### src/design/tslm_pkg.sv
// Shared types, constants and codes of the two-axis line mover.
package tslm_pkg;

   localparam int POSITION_BITS   = 20;
   localparam int DELAY_BITS      = 16;
   localparam int TARGET_BITS     = POSITION_BITS + 1;
   localparam int ERROR_BITS      = POSITION_BITS + 2;
   localparam int PRODUCT_BITS    = POSITION_BITS + DELAY_BITS;
   localparam int DIV_COUNT_BITS  = $clog2(DELAY_BITS);
   localparam int CSR_ADDR_BITS   = 4;
   localparam int CSR_DATA_BITS   = 32;
   localparam int RAMP_STEPS_INIT = 1000;

   typedef enum logic [1:0] {
      OP_START = 2'd0,
      OP_STEP  = 2'd1,
      OP_STOP  = 2'd2
   } op_type;

   typedef enum logic [2:0] {
      ST_RUN     = 3'd0,
      ST_DONE    = 3'd1,
      ST_X_RANGE = 3'd2,
      ST_Y_RANGE = 3'd3,
      ST_STOPPED = 3'd4,
      ST_IDLE    = 3'd5
   } status_type;

   typedef enum logic [1:0] {
      REG_MAX_POS_X  = 2'd0,
      REG_MAX_POS_Y  = 2'd1,
      REG_RAMP_STEPS = 2'd2
   } reg_index_type;

   typedef enum logic [2:0] {
      CS_IDLE,
      CS_DECODE,
      CS_DIV_GO,
      CS_DIV_WAIT,
      CS_APPLY,
      CS_RESP
   } ctrl_state_type;

   typedef struct packed {
      logic capture;
      logic decode;
      logic div_start;
      logic apply;
   } ctrl_cmd_type;

   typedef struct packed {
      logic need_div;
      logic div_done;
   } ctrl_stat_type;

endpackage

### src/design/tslm_if.sv
// Request and response channel interfaces of the line mover.
interface tslm_req_if;
   logic                                   valid;
   logic                                   ready;
   logic [1:0]                             opcode;
   logic signed [tslm_pkg::TARGET_BITS-1:0] target_x;
   logic signed [tslm_pkg::TARGET_BITS-1:0] target_y;
   logic [tslm_pkg::DELAY_BITS-1:0]        fast_delay;
   logic [tslm_pkg::DELAY_BITS-1:0]        slow_delay;

   modport source (output valid, opcode, target_x, target_y, fast_delay, slow_delay,
                   input ready);
   modport sink (input valid, opcode, target_x, target_y, fast_delay, slow_delay,
                 output ready);
endinterface

interface tslm_rsp_if;
   logic                               valid;
   logic                               ready;
   logic                               step_x;
   logic                               step_y;
   logic                               dir_x;
   logic                               dir_y;
   logic [tslm_pkg::DELAY_BITS-1:0]    step_delay;
   logic [tslm_pkg::POSITION_BITS-1:0] pos_x;
   logic [tslm_pkg::POSITION_BITS-1:0] pos_y;
   logic [2:0]                         status;

   modport source (output valid, step_x, step_y, dir_x, dir_y, step_delay, pos_x, pos_y,
                   status, input ready);
   modport sink (input valid, step_x, step_y, dir_x, dir_y, step_delay, pos_x, pos_y,
                 status, output ready);
endinterface

### src/design/tslm_div.sv
// Restoring divider, one quotient bit per cycle, for the ramp delay.
module tslm_div (
   input  logic                                clock,
   input  logic                                reset,
   input  logic                                start,
   input  logic [tslm_pkg::PRODUCT_BITS-1:0]   numer,
   input  logic [tslm_pkg::POSITION_BITS-1:0]  denom,
   output logic                                done,
   output logic [tslm_pkg::DELAY_BITS-1:0]     quot
);

   logic                                 busy_ff, busy_in;
   logic [tslm_pkg::DIV_COUNT_BITS-1:0]  cnt_ff, cnt_in;
   logic [tslm_pkg::POSITION_BITS-1:0]   rem_ff, rem_in;
   logic [tslm_pkg::DELAY_BITS-1:0]      q_ff, q_in;
   logic [tslm_pkg::POSITION_BITS:0]     trial;
   logic                                 fits;

   // numer < denom << DELAY_BITS, so the high part already sits below denom
   always_comb begin
      trial   = {rem_ff, q_ff[tslm_pkg::DELAY_BITS-1]};
      fits    = trial >= {1'b0, denom};
      busy_in = busy_ff;
      cnt_in  = cnt_ff;
      rem_in  = rem_ff;
      q_in    = q_ff;
      if (start) begin
         busy_in = 1'b1;
         cnt_in  = '0;
         rem_in  = numer[tslm_pkg::PRODUCT_BITS-1:tslm_pkg::DELAY_BITS];
         q_in    = numer[tslm_pkg::DELAY_BITS-1:0];
      end else if (busy_ff) begin
         rem_in = fits ? tslm_pkg::POSITION_BITS'(trial - {1'b0, denom})
                       : trial[tslm_pkg::POSITION_BITS-1:0];
         q_in   = {q_ff[tslm_pkg::DELAY_BITS-2:0], fits};
         cnt_in = cnt_ff + 1'b1;
         if (cnt_ff == tslm_pkg::DIV_COUNT_BITS'(tslm_pkg::DELAY_BITS - 1)) begin
            busy_in = 1'b0;
         end
      end
   end

   always_ff @(posedge clock) begin
      if (reset) begin
         busy_ff <= 1'b0;
         cnt_ff  <= '0;
      end else begin
         busy_ff <= busy_in;
         cnt_ff  <= cnt_in;
      end
   end

   always_ff @(posedge clock) begin
      rem_ff <= rem_in;
      q_ff   <= q_in;
   end

   assign done = ~busy_ff;
   assign quot = q_ff;

endmodule

### src/design/tslm_dp.sv
// Datapath: move state, Bresenham update, ramp delay and result registers.
module tslm_dp (
   input  logic                                      clock,
   input  logic                                      reset,
   input  tslm_pkg::ctrl_cmd_type                    cmd,
   output tslm_pkg::ctrl_stat_type                   stat,
   input  logic [1:0]                                opcode,
   input  logic signed [tslm_pkg::TARGET_BITS-1:0]   target_x,
   input  logic signed [tslm_pkg::TARGET_BITS-1:0]   target_y,
   input  logic [tslm_pkg::DELAY_BITS-1:0]           fast_delay,
   input  logic [tslm_pkg::DELAY_BITS-1:0]           slow_delay,
   input  logic [tslm_pkg::POSITION_BITS-1:0]        max_pos_x,
   input  logic [tslm_pkg::POSITION_BITS-1:0]        max_pos_y,
   input  logic [tslm_pkg::POSITION_BITS-1:0]        ramp_steps,
   output logic                                      step_x,
   output logic                                      step_y,
   output logic                                      dir_x,
   output logic                                      dir_y,
   output logic [tslm_pkg::DELAY_BITS-1:0]           step_delay,
   output logic [tslm_pkg::POSITION_BITS-1:0]        pos_x,
   output logic [tslm_pkg::POSITION_BITS-1:0]        pos_y,
   output logic [2:0]                                status
);

   localparam int PB = tslm_pkg::POSITION_BITS;
   localparam int DB = tslm_pkg::DELAY_BITS;
   localparam int EB = tslm_pkg::ERROR_BITS;

   // latched request
   tslm_pkg::op_type        op_ff;
   logic [PB:0]             tx_ff, ty_ff;
   logic [DB-1:0]           fast_req_ff, slow_req_ff;

   // move state
   logic [PB-1:0]           pos_x_ff, pos_y_ff, goal_x_ff, goal_y_ff;
   logic [PB-1:0]           span_x_ff, span_y_ff;
   logic signed [EB-1:0]    err_ff;
   logic                    head_x_ff, head_y_ff;
   logic [PB-1:0]           idx_ff, total_ff, ramp_ff;
   logic [DB-1:0]           fast_ff, slow_ff;
   logic                    moving_ff;

   // ramp operands
   logic [tslm_pkg::PRODUCT_BITS-1:0] prod_ff, prod_c;
   logic [DB-1:0]           base_ff;
   logic                    neg_ff, div_ff;

   // results
   logic                    step_x_ff, step_y_ff;
   logic [DB-1:0]           delay_ff;
   tslm_pkg::status_type    status_ff;

   // decode terms
   logic                    br_up, br_down, need_div;
   logic [PB-1:0]           down_start, k_c;
   logic [DB-1:0]           mag_c;
   logic                    fast_lt_slow;

   // divider
   logic                    div_done;
   logic [DB-1:0]           quot;

   // start terms
   logic                    x_bad, y_bad;
   logic [PB-1:0]           dx_c, dy_c, steps_c, ramp_c;
   logic signed [EB-1:0]    err_start;

   // step terms
   logic signed [EB:0]      e2, neg_dy, span_x_s;
   logic                    cx, cy;
   logic signed [EB-1:0]    err_step;
   logic [PB-1:0]           px_step, py_step, px_fin, py_fin, idx_next;
   logic                    at_end, arrived;
   logic [DB-1:0]           dly_c;

   always_comb begin
      down_start   = total_ff - ramp_ff;
      br_up        = idx_ff < ramp_ff;
      br_down      = idx_ff > down_start;
      need_div     = (op_ff == tslm_pkg::OP_STEP) && moving_ff && (br_up || br_down);
      k_c          = br_up ? idx_ff : idx_ff - down_start;
      fast_lt_slow = fast_ff < slow_ff;
      mag_c        = fast_lt_slow ? slow_ff - fast_ff : fast_ff - slow_ff;
      prod_c       = {{DB{1'b0}}, k_c} * {{PB{1'b0}}, mag_c};
   end

   always_ff @(posedge clock) begin
      if (cmd.decode) begin
         prod_ff <= prod_c;
         base_ff <= br_up ? slow_ff : fast_ff;
         neg_ff  <= br_up ? fast_lt_slow : (slow_ff < fast_ff);
         div_ff  <= need_div;
      end
   end

   tslm_div u_div (
      .clock (clock),
      .reset (reset),
      .start (cmd.div_start),
      .numer (prod_ff),
      .denom (ramp_ff),
      .done  (div_done),
      .quot  (quot)
   );

   assign stat.need_div = need_div;
   assign stat.div_done = div_done;

   always_ff @(posedge clock) begin
      if (cmd.capture) begin
         op_ff       <= tslm_pkg::op_type'(opcode);
         tx_ff       <= target_x;
         ty_ff       <= target_y;
         fast_req_ff <= fast_delay;
         slow_req_ff <= slow_delay;
      end
   end

   // start of a move
   always_comb begin
      x_bad     = tx_ff[PB] || (tx_ff[PB-1:0] > max_pos_x);
      y_bad     = ty_ff[PB] || (ty_ff[PB-1:0] > max_pos_y);
      dx_c      = (tx_ff[PB-1:0] >= pos_x_ff) ? tx_ff[PB-1:0] - pos_x_ff
                                               : pos_x_ff - tx_ff[PB-1:0];
      dy_c      = (ty_ff[PB-1:0] >= pos_y_ff) ? ty_ff[PB-1:0] - pos_y_ff
                                               : pos_y_ff - ty_ff[PB-1:0];
      steps_c   = (dx_c >= dy_c) ? dx_c : dy_c;
      ramp_c    = ({1'b0, steps_c} < {ramp_steps, 1'b0}) ? (steps_c >> 1) : ramp_steps;
      err_start = $signed({2'b00, dx_c}) - $signed({2'b00, dy_c});
   end

   // one Bresenham iteration
   always_comb begin
      e2       = {err_ff, 1'b0};
      neg_dy   = -$signed({3'b000, span_y_ff});
      span_x_s = $signed({3'b000, span_x_ff});
      cx       = e2 > neg_dy;
      cy       = e2 < span_x_s;
      err_step = err_ff;
      if (cx) begin
         err_step = err_step - $signed({2'b00, span_y_ff});
      end
      if (cy) begin
         err_step = err_step + $signed({2'b00, span_x_ff});
      end
      px_step  = cx ? (head_x_ff ? pos_x_ff + 1'b1 : pos_x_ff - 1'b1) : pos_x_ff;
      py_step  = cy ? (head_y_ff ? pos_y_ff + 1'b1 : pos_y_ff - 1'b1) : pos_y_ff;
      idx_next = idx_ff + 1'b1;
      at_end   = idx_next >= total_ff;
      px_fin   = at_end ? goal_x_ff : px_step;
      py_fin   = at_end ? goal_y_ff : py_step;
      arrived  = (px_fin == goal_x_ff) && (py_fin == goal_y_ff);
      if (div_ff) begin
         dly_c = neg_ff ? base_ff - quot : base_ff + quot;
      end else begin
         dly_c = fast_ff;
      end
   end

   always_ff @(posedge clock) begin
      if (reset) begin
         pos_x_ff  <= '0;
         pos_y_ff  <= '0;
         goal_x_ff <= '0;
         goal_y_ff <= '0;
         span_x_ff <= '0;
         span_y_ff <= '0;
         err_ff    <= '0;
         head_x_ff <= 1'b0;
         head_y_ff <= 1'b0;
         idx_ff    <= '0;
         total_ff  <= '0;
         ramp_ff   <= '0;
         fast_ff   <= '0;
         slow_ff   <= '0;
         moving_ff <= 1'b0;
      end else if (cmd.apply) begin
         unique case (op_ff)
            tslm_pkg::OP_START: begin
               if (!x_bad && !y_bad) begin
                  head_x_ff <= pos_x_ff < tx_ff[PB-1:0];
                  head_y_ff <= pos_y_ff < ty_ff[PB-1:0];
                  goal_x_ff <= tx_ff[PB-1:0];
                  goal_y_ff <= ty_ff[PB-1:0];
                  span_x_ff <= dx_c;
                  span_y_ff <= dy_c;
                  err_ff    <= err_start;
                  total_ff  <= steps_c;
                  ramp_ff   <= ramp_c;
                  idx_ff    <= '0;
                  fast_ff   <= fast_req_ff;
                  slow_ff   <= slow_req_ff;
                  moving_ff <= steps_c != '0;
               end
            end
            tslm_pkg::OP_STEP: begin
               if (moving_ff) begin
                  err_ff    <= err_step;
                  pos_x_ff  <= px_fin;
                  pos_y_ff  <= py_fin;
                  idx_ff    <= idx_next;
                  moving_ff <= ~arrived;
               end
            end
            tslm_pkg::OP_STOP: begin
               moving_ff <= 1'b0;
            end
            default: begin
            end
         endcase
      end
   end

   always_ff @(posedge clock) begin
      if (cmd.apply) begin
         step_x_ff <= 1'b0;
         step_y_ff <= 1'b0;
         delay_ff  <= '0;
         unique case (op_ff)
            tslm_pkg::OP_START: begin
               if (x_bad) begin
                  status_ff <= tslm_pkg::ST_X_RANGE;
               end else if (y_bad) begin
                  status_ff <= tslm_pkg::ST_Y_RANGE;
               end else begin
                  status_ff <= (steps_c != '0) ? tslm_pkg::ST_RUN : tslm_pkg::ST_DONE;
               end
            end
            tslm_pkg::OP_STEP: begin
               if (moving_ff) begin
                  step_x_ff <= cx;
                  step_y_ff <= cy;
                  delay_ff  <= dly_c;
                  status_ff <= arrived ? tslm_pkg::ST_DONE : tslm_pkg::ST_RUN;
               end else begin
                  status_ff <= tslm_pkg::ST_IDLE;
               end
            end
            tslm_pkg::OP_STOP: begin
               status_ff <= tslm_pkg::ST_STOPPED;
            end
            default: begin
               status_ff <= tslm_pkg::ST_IDLE;
            end
         endcase
      end
   end

   // direction and position come straight from the state, which holds
   // until the response transfer completes
   assign step_x     = step_x_ff;
   assign step_y     = step_y_ff;
   assign dir_x      = head_x_ff;
   assign dir_y      = head_y_ff;
   assign step_delay = delay_ff;
   assign pos_x      = pos_x_ff;
   assign pos_y      = pos_y_ff;
   assign status     = status_ff;

endmodule

### src/design/tslm_ctrl.sv
// Controller: sequences capture, decode, division, update and response.
module tslm_ctrl (
   input  logic                      clock,
   input  logic                      reset,
   input  logic                      req_valid,
   output logic                      req_ready,
   output logic                      rsp_valid,
   input  logic                      rsp_ready,
   input  tslm_pkg::ctrl_stat_type   stat,
   output tslm_pkg::ctrl_cmd_type    cmd
);

   tslm_pkg::ctrl_state_type state_ff, state_in;

   always_comb begin
      state_in = state_ff;
      unique case (state_ff)
         tslm_pkg::CS_IDLE: begin
            if (req_valid) begin
               state_in = tslm_pkg::CS_DECODE;
            end
         end
         tslm_pkg::CS_DECODE: begin
            state_in = stat.need_div ? tslm_pkg::CS_DIV_GO : tslm_pkg::CS_APPLY;
         end
         tslm_pkg::CS_DIV_GO: begin
            state_in = tslm_pkg::CS_DIV_WAIT;
         end
         tslm_pkg::CS_DIV_WAIT: begin
            if (stat.div_done) begin
               state_in = tslm_pkg::CS_APPLY;
            end
         end
         tslm_pkg::CS_APPLY: begin
            state_in = tslm_pkg::CS_RESP;
         end
         tslm_pkg::CS_RESP: begin
            if (rsp_ready) begin
               state_in = tslm_pkg::CS_IDLE;
            end
         end
         default: begin
            state_in = tslm_pkg::CS_IDLE;
         end
      endcase
   end

   always_comb begin
      req_ready     = state_ff == tslm_pkg::CS_IDLE;
      rsp_valid     = state_ff == tslm_pkg::CS_RESP;
      cmd.capture   = (state_ff == tslm_pkg::CS_IDLE) && req_valid;
      cmd.decode    = state_ff == tslm_pkg::CS_DECODE;
      cmd.div_start = state_ff == tslm_pkg::CS_DIV_GO;
      cmd.apply     = state_ff == tslm_pkg::CS_APPLY;
   end

   always_ff @(posedge clock) begin
      if (reset) begin
         state_ff <= tslm_pkg::CS_IDLE;
      end else begin
         state_ff <= state_in;
      end
   end

endmodule

### src/design/two_axis_stepper_line_mover_unit.sv
// Two-axis line mover: one item at a time through a controller and datapath.
// Start, stop, idle and full-speed step items go from the request transfer through the
// decode, apply and response states. Step items inside a ramp also launch and wait on
// the bit-serial ramp divider (16 quotient bits) between decode and apply. The next
// request is taken the cycle after the response transfer.
// Synchronous reset: not moving, position zero, limits all ones, ramp length 1000.
module two_axis_stepper_line_mover_unit (
   input  logic                                 clock,
   input  logic                                 reset,
   tslm_req_if.sink                             req,
   tslm_rsp_if.source                           rsp,
   input  logic                                 csr_psel,
   input  logic                                 csr_penable,
   input  logic                                 csr_pwrite,
   input  logic [tslm_pkg::CSR_ADDR_BITS-1:0]   csr_paddr,
   input  logic [tslm_pkg::CSR_DATA_BITS-1:0]   csr_pwdata,
   output logic [tslm_pkg::CSR_DATA_BITS-1:0]   csr_prdata,
   output logic                                 csr_pready
);

   localparam int PB = tslm_pkg::POSITION_BITS;

   logic [PB-1:0]                  max_x_ff, max_y_ff, ramp_steps_ff;
   logic                           csr_write;
   tslm_pkg::reg_index_type        csr_index;
   tslm_pkg::ctrl_cmd_type         cmd;
   tslm_pkg::ctrl_stat_type        stat;

   assign csr_pready = 1'b1;
   assign csr_write  = csr_psel && csr_penable && csr_pwrite && csr_pready;
   assign csr_index  = tslm_pkg::reg_index_type'(csr_paddr[3:2]);

   always_ff @(posedge clock) begin
      if (reset) begin
         max_x_ff      <= '1;
         max_y_ff      <= '1;
         ramp_steps_ff <= PB'(tslm_pkg::RAMP_STEPS_INIT);
      end else if (csr_write) begin
         unique case (csr_index)
            tslm_pkg::REG_MAX_POS_X:  max_x_ff      <= csr_pwdata[PB-1:0];
            tslm_pkg::REG_MAX_POS_Y:  max_y_ff      <= csr_pwdata[PB-1:0];
            tslm_pkg::REG_RAMP_STEPS: ramp_steps_ff <= csr_pwdata[PB-1:0];
            default: begin
            end
         endcase
      end
   end

   always_comb begin
      unique case (csr_index)
         tslm_pkg::REG_MAX_POS_X:  csr_prdata = tslm_pkg::CSR_DATA_BITS'(max_x_ff);
         tslm_pkg::REG_MAX_POS_Y:  csr_prdata = tslm_pkg::CSR_DATA_BITS'(max_y_ff);
         tslm_pkg::REG_RAMP_STEPS: csr_prdata = tslm_pkg::CSR_DATA_BITS'(ramp_steps_ff);
         default:                  csr_prdata = '0;
      endcase
   end

   tslm_ctrl u_ctrl (
      .clock     (clock),
      .reset     (reset),
      .req_valid (req.valid),
      .req_ready (req.ready),
      .rsp_valid (rsp.valid),
      .rsp_ready (rsp.ready),
      .stat      (stat),
      .cmd       (cmd)
   );

   tslm_dp u_dp (
      .clock      (clock),
      .reset      (reset),
      .cmd        (cmd),
      .stat       (stat),
      .opcode     (req.opcode),
      .target_x   (req.target_x),
      .target_y   (req.target_y),
      .fast_delay (req.fast_delay),
      .slow_delay (req.slow_delay),
      .max_pos_x  (max_x_ff),
      .max_pos_y  (max_y_ff),
      .ramp_steps (ramp_steps_ff),
      .step_x     (rsp.step_x),
      .step_y     (rsp.step_y),
      .dir_x      (rsp.dir_x),
      .dir_y      (rsp.dir_y),
      .step_delay (rsp.step_delay),
      .pos_x      (rsp.pos_x),
      .pos_y      (rsp.pos_y),
      .status     (rsp.status)
   );

endmodule
### src/flat_wrapper.sv
// flat-port wrapper written by rule: the top's interface ports become plain ports
module two_axis_stepper_line_mover_unit_flat 
  (clock, reset, csr_psel, csr_penable, csr_pwrite, csr_paddr, csr_pwdata, csr_prdata, csr_pready, req_valid, req_opcode, req_target_x, req_target_y, req_fast_delay, req_slow_delay, req_ready, rsp_valid, rsp_step_x, rsp_step_y, rsp_dir_x, rsp_dir_y, rsp_step_delay, rsp_pos_x, rsp_pos_y, rsp_status, rsp_ready);
  tslm_req_if req_i ();
  tslm_rsp_if rsp_i ();
  input  logic clock;
  input  logic reset;
  input  logic csr_psel;
  input  logic csr_penable;
  input  logic csr_pwrite;
  input  logic [tslm_pkg::CSR_ADDR_BITS-1:0] csr_paddr;
  input  logic [tslm_pkg::CSR_DATA_BITS-1:0] csr_pwdata;
  output logic [tslm_pkg::CSR_DATA_BITS-1:0] csr_prdata;
  output logic csr_pready;
  input wire logic [$bits(req_i.valid)-1:0] req_valid;
  input wire logic [$bits(req_i.opcode)-1:0] req_opcode;
  input wire logic [$bits(req_i.target_x)-1:0] req_target_x;
  input wire logic [$bits(req_i.target_y)-1:0] req_target_y;
  input wire logic [$bits(req_i.fast_delay)-1:0] req_fast_delay;
  input wire logic [$bits(req_i.slow_delay)-1:0] req_slow_delay;
  output wire logic [$bits(req_i.ready)-1:0] req_ready;
  output wire logic [$bits(rsp_i.valid)-1:0] rsp_valid;
  output wire logic [$bits(rsp_i.step_x)-1:0] rsp_step_x;
  output wire logic [$bits(rsp_i.step_y)-1:0] rsp_step_y;
  output wire logic [$bits(rsp_i.dir_x)-1:0] rsp_dir_x;
  output wire logic [$bits(rsp_i.dir_y)-1:0] rsp_dir_y;
  output wire logic [$bits(rsp_i.step_delay)-1:0] rsp_step_delay;
  output wire logic [$bits(rsp_i.pos_x)-1:0] rsp_pos_x;
  output wire logic [$bits(rsp_i.pos_y)-1:0] rsp_pos_y;
  output wire logic [$bits(rsp_i.status)-1:0] rsp_status;
  input wire logic [$bits(rsp_i.ready)-1:0] rsp_ready;
  assign req_i.valid = req_valid;
  assign req_i.opcode = req_opcode;
  assign req_i.target_x = req_target_x;
  assign req_i.target_y = req_target_y;
  assign req_i.fast_delay = req_fast_delay;
  assign req_i.slow_delay = req_slow_delay;
  assign req_ready = req_i.ready;
  assign rsp_valid = rsp_i.valid;
  assign rsp_step_x = rsp_i.step_x;
  assign rsp_step_y = rsp_i.step_y;
  assign rsp_dir_x = rsp_i.dir_x;
  assign rsp_dir_y = rsp_i.dir_y;
  assign rsp_step_delay = rsp_i.step_delay;
  assign rsp_pos_x = rsp_i.pos_x;
  assign rsp_pos_y = rsp_i.pos_y;
  assign rsp_status = rsp_i.status;
  assign rsp_i.ready = rsp_ready;
  two_axis_stepper_line_mover_unit u_core (.clock(clock), .reset(reset), .req(req_i), .rsp(rsp_i), .csr_psel(csr_psel), .csr_penable(csr_penable), .csr_pwrite(csr_pwrite), .csr_paddr(csr_paddr), .csr_pwdata(csr_pwdata), .csr_prdata(csr_prdata), .csr_pready(csr_pready));
endmodule
### config.mk
export PLATFORM = sky130hd
export DESIGN_NAME = two_axis_stepper_line_mover_unit_flat
export DESIGN_NICKNAME = d
export VERILOG_FILES = /design/src/design/tslm_pkg.sv /design/src/design/tslm_if.sv /design/src/design/tslm_div.sv /design/src/design/tslm_dp.sv /design/src/design/tslm_ctrl.sv /design/src/design/two_axis_stepper_line_mover_unit.sv /design/src/flat_wrapper.sv
export SDC_FILE = /design/constraint.sdc
export NUM_CORES = 2
export LEC_CHECK = 0
export BUFFER_PORTS_ARGS = -buffer_cell sky130_fd_sc_hd__buf_4
export CORE_MARGIN = 3
export CORE_UTILIZATION = 29
export CTS_CLUSTER_DIAMETER = 60
export CTS_CLUSTER_SIZE = 28
export DETAILED_ROUTE_END_ITERATION = 8
export PLACE_DENSITY_LB_ADDON = 0.1
export SLEW_MARGIN = 15
export SYNTH_ARGS = -nofsm -noshare
export SYNTH_HDL_FRONTEND = slang
export SYNTH_SLANG_ARGS = --single-unit
### constraint.sdc
create_clock -name clock -period 11.8 [get_ports clock]
set_input_delay 0.59 -clock clock [delete_from_list [all_inputs] [get_ports clock]]
set_output_delay 0.59 -clock clock [all_outputs]
set_load 0.05 [all_outputs]
Yosys cells after proc, flatten, opt, wreduce, memory -nomap -nowiden

Index checks and enable logic that the tools add are counted.

$mul: 1
Bitwise gates (word level): 1
Divide/modulo/power cells: 0
Reduce and logical (&&, ||, !) cells: 29
Add/subtract/negate cells: 21
Mux-type cells: 47
Eq/ne operators: 17
$lt $le $gt $ge: 16
Shifts and indexed selects: 0

Operator list:

| operator                | count |
|---|---|
| $mux W20                | 16 |
| $sub A20 B20 Y20        | 7 |
| $mux W16                | 6 |
| $mux W22                | 4 |
| $ge A20 B20 Y1          | 4 |
| $add A20 B1 Y20 const B | 3 |
| $gt A20 B20 Y1          | 3 |
| $lt A20 B20 Y1          | 3 |
| $pmux W20 S3            | 1 |
| $sub A16 B16 Y16        | 3 |
| $pmux W22 S2            | 1 |
| $eq A20 B20 Y1          | 2 |
| $pmux W20 S2            | 1 |
| $sub A20 B1 Y20 const B | 2 |
| $mul A20 B16 Y36        | 1 |
| $lt A16 B16 Y1          | 2 |
| $gt A23 B23 Y1          | 1 |
| $lt A23 B21 Y1          | 1 |
| $neg A20 Y23            | 1 |
| $add A22 B21 Y22        | 1 |
| $sub A22 B21 Y22        | 1 |
| $ge A21 B20 Y1          | 1 |
| $lt A20 B21 Y1          | 1 |
| $sub A20 B20 Y21        | 1 |
| 29 further kinds        | 65 |

Bits in registers: 492
Input bits: 119
Word-level logic and storage cells: 168
ROM bits: 0
Output and inout bits: 98
Memories kept: 0
Latch bits: 0
RAM bits: 0

Longest topological paths before layout

Depth in word-level cells: 9
Mapped depth: 48

Cells and area by module

From an unflattened synthesis, not the netlist that was laid out.

Cells, all modules: 6,111
Area total of the unflattened synthesis: 50,682.4 sq um

By module, submodules not included:

| module                           | cells an instance | instances | area an instance (sq um) |
|---|---|---|---|
| tslm_dp                          | 5,425             | 1         | 44,335.0 |
| tslm_div                         | 333               | 1         | 3,225.6 |
| two_axis_stepper_line_mover_unit | 324               | 1         | 2,880.3 |
| tslm_ctrl                        | 29                | 1         | 241.5 |

Worst setup path after synthesis

No wires, ideal clock.

Path kind: reg-to-reg
Start: reg u_core.u_dp.ramp_ff[1]
End: reg u_core.u_dp.prod_ff[35] (netlist bit) (data pin)
Cell stages (with the launch flop): 48
Slack: 1.526 ns
Buffers on the path: 1
Arrival time: 10.014 ns
Setup time: 0.260 ns
Data required time: 11.540 ns
Cells stage by stage: dfxtp_1 inv_1 ha_1 nor2b_1 o21ai_0 nand2b_1 a21o_1 a21o_1 a21o_1 a21o_1 a41oi_1 nand2b_1 a21oi_1 xor2_1 ha_1 or3_1 o21ai_0 o211ai_1 [12 not listed] fa_1 inv_1 fa_1 inv_1 ha_1 o21a_1 o21a_1 o21a_1 o21ai_0 nand2b_1 o21ai_0 o2111a_1 nor3_1 a41o_1 o41a_1 a21oi_1 o21bai_1 xnor2_1

Word-level cells in the longest chain between the ends: 4
Elaborated cells between the ends (all ways): 5
Those cells by class: add/sub: 2; mul: 1; order compare: 1; mux: 1

Ends and longest elaborated chain:

| item                            | RTL line       | source |
|---|---|---|
| from (decl)                     | tslm_dp.sv:39  | `logic [PB-1:0] idx_ff, total_ff, ramp_ff;` |
| from (signal assigned)          | tslm_dp.sv:189 | `ramp_ff <= ramp_c;` |
| $sub A20 B20 Y20                | tslm_dp.sv:77  | `down_start = total_ff - ramp_ff;` |
| $sub A20 B20 Y20                | tslm_dp.sv:81  | `k_c = br_up ? idx_ff : idx_ff - down_start;` |
| $mux W20 (*)                    | tslm_dp.sv:81  |  |
| $mul A20 B16 Y36 (*)            | tslm_dp.sv:84  | `prod_c = {{DB{1'b0}}, k_c} * {{PB{1'b0}}, mag_c};` |
| net u_core.u_dp.prod_c, one bit | tslm_dp.sv:44  | `logic [tslm_pkg::PRODUCT_BITS-1:0] prod_ff, prod_c;` |
| to (signal assigned)            | tslm_dp.sv:89  | `prod_ff <= prod_c;` |
| to (decl)                       | tslm_dp.sv:44  |  |

Mark *: on every way through the listed nets, which the timed path passes. The rest lies on a longest branch.
A chain may end at the register's enable or synchronous reset.

Worst setup path in the final report

Start: reg u_core.u_dp.total_ff[0]
End: reg u_core.u_dp.prod_ff[35] (netlist bit) (data pin)

Word-level cells in the longest chain between the ends: 4

Ends and longest elaborated chain:

| item                            | RTL line       | source |
|---|---|---|
| from (decl)                     | tslm_dp.sv:39  |  |
| from (signal assigned)          | tslm_dp.sv:188 | `total_ff <= steps_c;` |
| $sub A20 B20 Y20                | tslm_dp.sv:77  |  |
| $sub A20 B20 Y20                | tslm_dp.sv:81  |  |
| $mux W20                        | tslm_dp.sv:81  |  |
| $mul A20 B16 Y36                | tslm_dp.sv:84  |  |
| net u_core.u_dp.prod_c, one bit | tslm_dp.sv:44  |  |

The timed path passes the listed nets, and every way through them passes these cells.

==> metrics.yaml <==
timing.final.ws_setup_ns: 0.7289
dr.first_iter.drc_count: 2664
slew_violations: 0
finalCritPeriodShare_pct: 93.82
tightest_slew_ns: 1.182
finalHoldViolations: 0
yosys.cell_types.count: 117
fmax_mhz: 90.33
min_from: "req_target_y[15]"
crit_path_frequent_cell: "fa_1"
wire_per_inst_um: 21.79
ys.flop_type: "dfxtp_1"
grt_pass1_vias: 41565
drive_gt1_share_pct: 9.630
fin_crit_ns: 11.07
cts_resized: 0
antenna_found_initial: 13
synth_fa_ha_area_share_pct: 24.59
vias: 41711
worstSkewPairLatency_ns: 0.68
dp_hpwl_um: 141900
maxCapViolCount: 0
fin_nets: 6893
synth-edff-count: 187
crit_required_ns: 12.20
critPathKind: "reg2reg"
synth_top_area_share_pct: 13.72
outcome: "finished clean"
setup_violations: 0
synth_compound_area_share_pct: 18.53
cts_tree: "done"
groute.usage.overall_pct: 20.30
wirelength_um: 179200
slew_headroom_pct: 20.83
ys_seq_area_share_pct: 24.02
cp_slowest_cell: "fa_1"
ant_nets: 0
dieArea_mm2: 0.1732
viasPerCell: 5.070
cts_root_buf: "clkbuf_16"
final_cell_area_mm2: 0.05535
synth_seq_cells: 492
cp-start-kind: "flop"
yosys-top-cells-area: "ha_1, dfxtp_1, edfxtp_1, fa_1, nand2_1"
htreeDepth: 3
grt_max_degree: 145
rows: 149
hold_class: "in2reg"
pre_cts_slack_ns: 0.5754
finalSetupTns_ns: 0
clockBufferDepth: 3
rr_startpoint: "u_core.u_dp.total_ff[0]$_SDFFE_PP0P_"
syn-cell-area_mm2: 0.04880
postSynthAreaPerCell_um2: 8.326
endpoint_kind: "flop"
timing.rr.end: "u_core.u_dp.prod_ff[35]$_DFFE_PN_"
post_cts_buffers: 0
synth_xor_area_share_pct: 5.582
synth_top_family_by_area: "adder cells"
fin_skew_ns: 0.04644
drc: 0
cts_buffers: 71
cts_sinks: 492
min_path_cells: 1
portBuffers: 189
hold_buffers: 0
fin_cells: 8227
layout_common_cells: "nand2_1, inv_1, nor2_1"
synth-async-reset-ratio_pct: 0
layout_commonest_cell: "nand2_1"
crit_path_max_fanout: 14
fill_cells: 17623
max_stage_delay_ns: 0.56
holdPathEnd: "u_core.u_dp.ty_ff[15]$_DFFE_PP_"
yosys_warnings: 0
grt_pass1_wl_um: 268400
die_x_um: 416.2
cp_data_arrival_time_ns: 11.47
rsz0062_at_grt: "false"
r2r_slack_ns: 0.73
yosys.area_share.simple_pct: 16.40
dp.cells: 8090
overflow: 0
syn_inst: 5861
syn_to_final_growth_pct: 13.42
placed_area_mm2: 0.05278
drtPass1Iterations: 5
fp.dieH_um: 416.2
core_area_mm2: 0.1661
reg2reg_depth: 48
fin_util_pct: 33.32
total_power_mw: 8.606
io_pins: 217
vdd_drop_max_mv: 0.1265
yosysTopAreaCell: "ha_1"
synthMuxAreaShare_pct: 3.413
start_util_pct: 29.38
gp_congestion: 0.8926
fin_hold_ws_ns: 0.08324
clk_pin_slew_ns: 0.07
power_density_mw_per_mm2: 155.5
leakagePower_nw: 24.05
-- worst max-delay path by stage --
stage	slack [ns]	cells after the start	from	to
after floorplan	1.53	47	u_core.u_dp.ramp_ff[1]$_SDFFE_PP0P_	u_core.u_dp.prod_ff[35]$_DFFE_PN_
after global placement	0.52	46	u_core.u_dp.ramp_ff[1]$_SDFFE_PP0P_	u_core.u_dp.prod_ff[35]$_DFFE_PN_
after detailed placement	0.58	46	u_core.u_dp.ramp_ff[1]$_SDFFE_PP0P_	u_core.u_dp.prod_ff[35]$_DFFE_PN_
after CTS	0.51	46	u_core.u_dp.ramp_ff[1]$_SDFFE_PP0P_	u_core.u_dp.prod_ff[35]$_DFFE_PN_
after global routing	0.002	48	u_core.u_dp.total_ff[0]$_SDFFE_PP0P_	u_core.u_dp.prod_ff[35]$_DFFE_PN_
final	0.73	48	u_core.u_dp.total_ff[0]$_SDFFE_PP0P_	u_core.u_dp.prod_ff[35]$_DFFE_PN_
-- cells by family after synthesis --
logic type,after synthesis
AOI/OAI and AO/OA,1405
DFF,492
other,2
adders and majority gates,800
muxes,159
buffers and inverters,916
and+or+nand+nor,1780
xor gates and xnor gates,307
-- routing by layer --
| metal | wire length [um] | GRT usage [%] | part of all wire, % | vias up |
|---|---|---|---|---|
| met5 | 31 | 0 | 0.017 | - |
| met4 | 5384 | 6.272 | 3.0 | 4 |
| met3 | 6517 | 1.954 | 3.6 | 185 |
| met2 | 83190 | 33.55 | 46 | 839 |
| met1 | 84120 | 27.91 | 47 | 20301 |
| li1 | - | - | - | 20382 |
-- flip-flops by register name, summed over array words and instances (netlist names), 20 cells and up --
register                  flops
u_core.u_dp.prod_ff          36
u_core.u_dp.err_ff           22
u_core.u_dp.tx_ff            21
u_core.u_dp.ty_ff            21
u_core.max_x_ff              20
u_core.max_y_ff              20
u_core.ramp_steps_ff         20
u_core.u_dp.goal_x_ff        20
u_core.u_dp.goal_y_ff        20
u_core.u_dp.idx_ff           20
u_core.u_dp.pos_x            20
u_core.u_dp.pos_y            20
u_core.u_dp.ramp_ff          20
u_core.u_dp.span_x_ff        20
u_core.u_dp.span_y_ff        20
u_core.u_dp.total_ff         20
u_core.u_dp.u_div.rem_ff     20
-- final cells by class --
| type | instances | area, um2 | share of cell area (%) |
|---|---|---|---|
| multi-input cells | 4464 | 33680 | 60.85 |
| diodes | 5 | 12.51 | 0.02261 |
| repair buffers | 288 | 2198 | 3.972 |
| clock buffers | 79 | 1891 | 3.416 |
| well taps | 2189 | 2739 | 4.948 |
| flip-flops and latches | 492 | 11720 | 21.18 |
| clock inverters | 53 | 643.1 | 1.162 |
| inverters | 657 | 2466 | 4.456 |
-- report_power, final --
group	leakage [nW]	internal, mW	switching, mW	total (mW)
logic	18.6	1.57	2.75	4.31
clock network	1.23	1.32	0.990	2.31
registers	4.22	1.90	0.0796	1.98
-- cells in the mapped netlist, drive strengths merged (56+ instances only) --
cell type / instances
dfxtp: 305
buf: 56
nand2b: 88
nand2: 685
nor2: 547
mux2i: 116
clkbuf: 203
edfxtp: 187
xnor2: 204
nor3: 84
nand3: 90
a21oi: 468
fa: 265
a21o: 126
nor2b: 62
o21ai: 260
xor2: 101
a211oi: 83
ha: 535
o211ai: 102
inv: 657
-- worst max-delay path, delay by kind of cell, from the launching register on --
| family | cells | cell delay, ns |
|---|---|---|
| xor gates and xnor gates | 3 | 0.45 |
| AOI/OAI and AO/OA | 21 | 3.78 |
| adders and majority gates | 10 | 4.45 |
| and+or+nand+nor | 8 | 1.04 |
| buffers and inverters | 6 | 0.69 |
| DFF | 1 | 0.37 |
No activity file was read; power rests on OpenSTA's default activity.
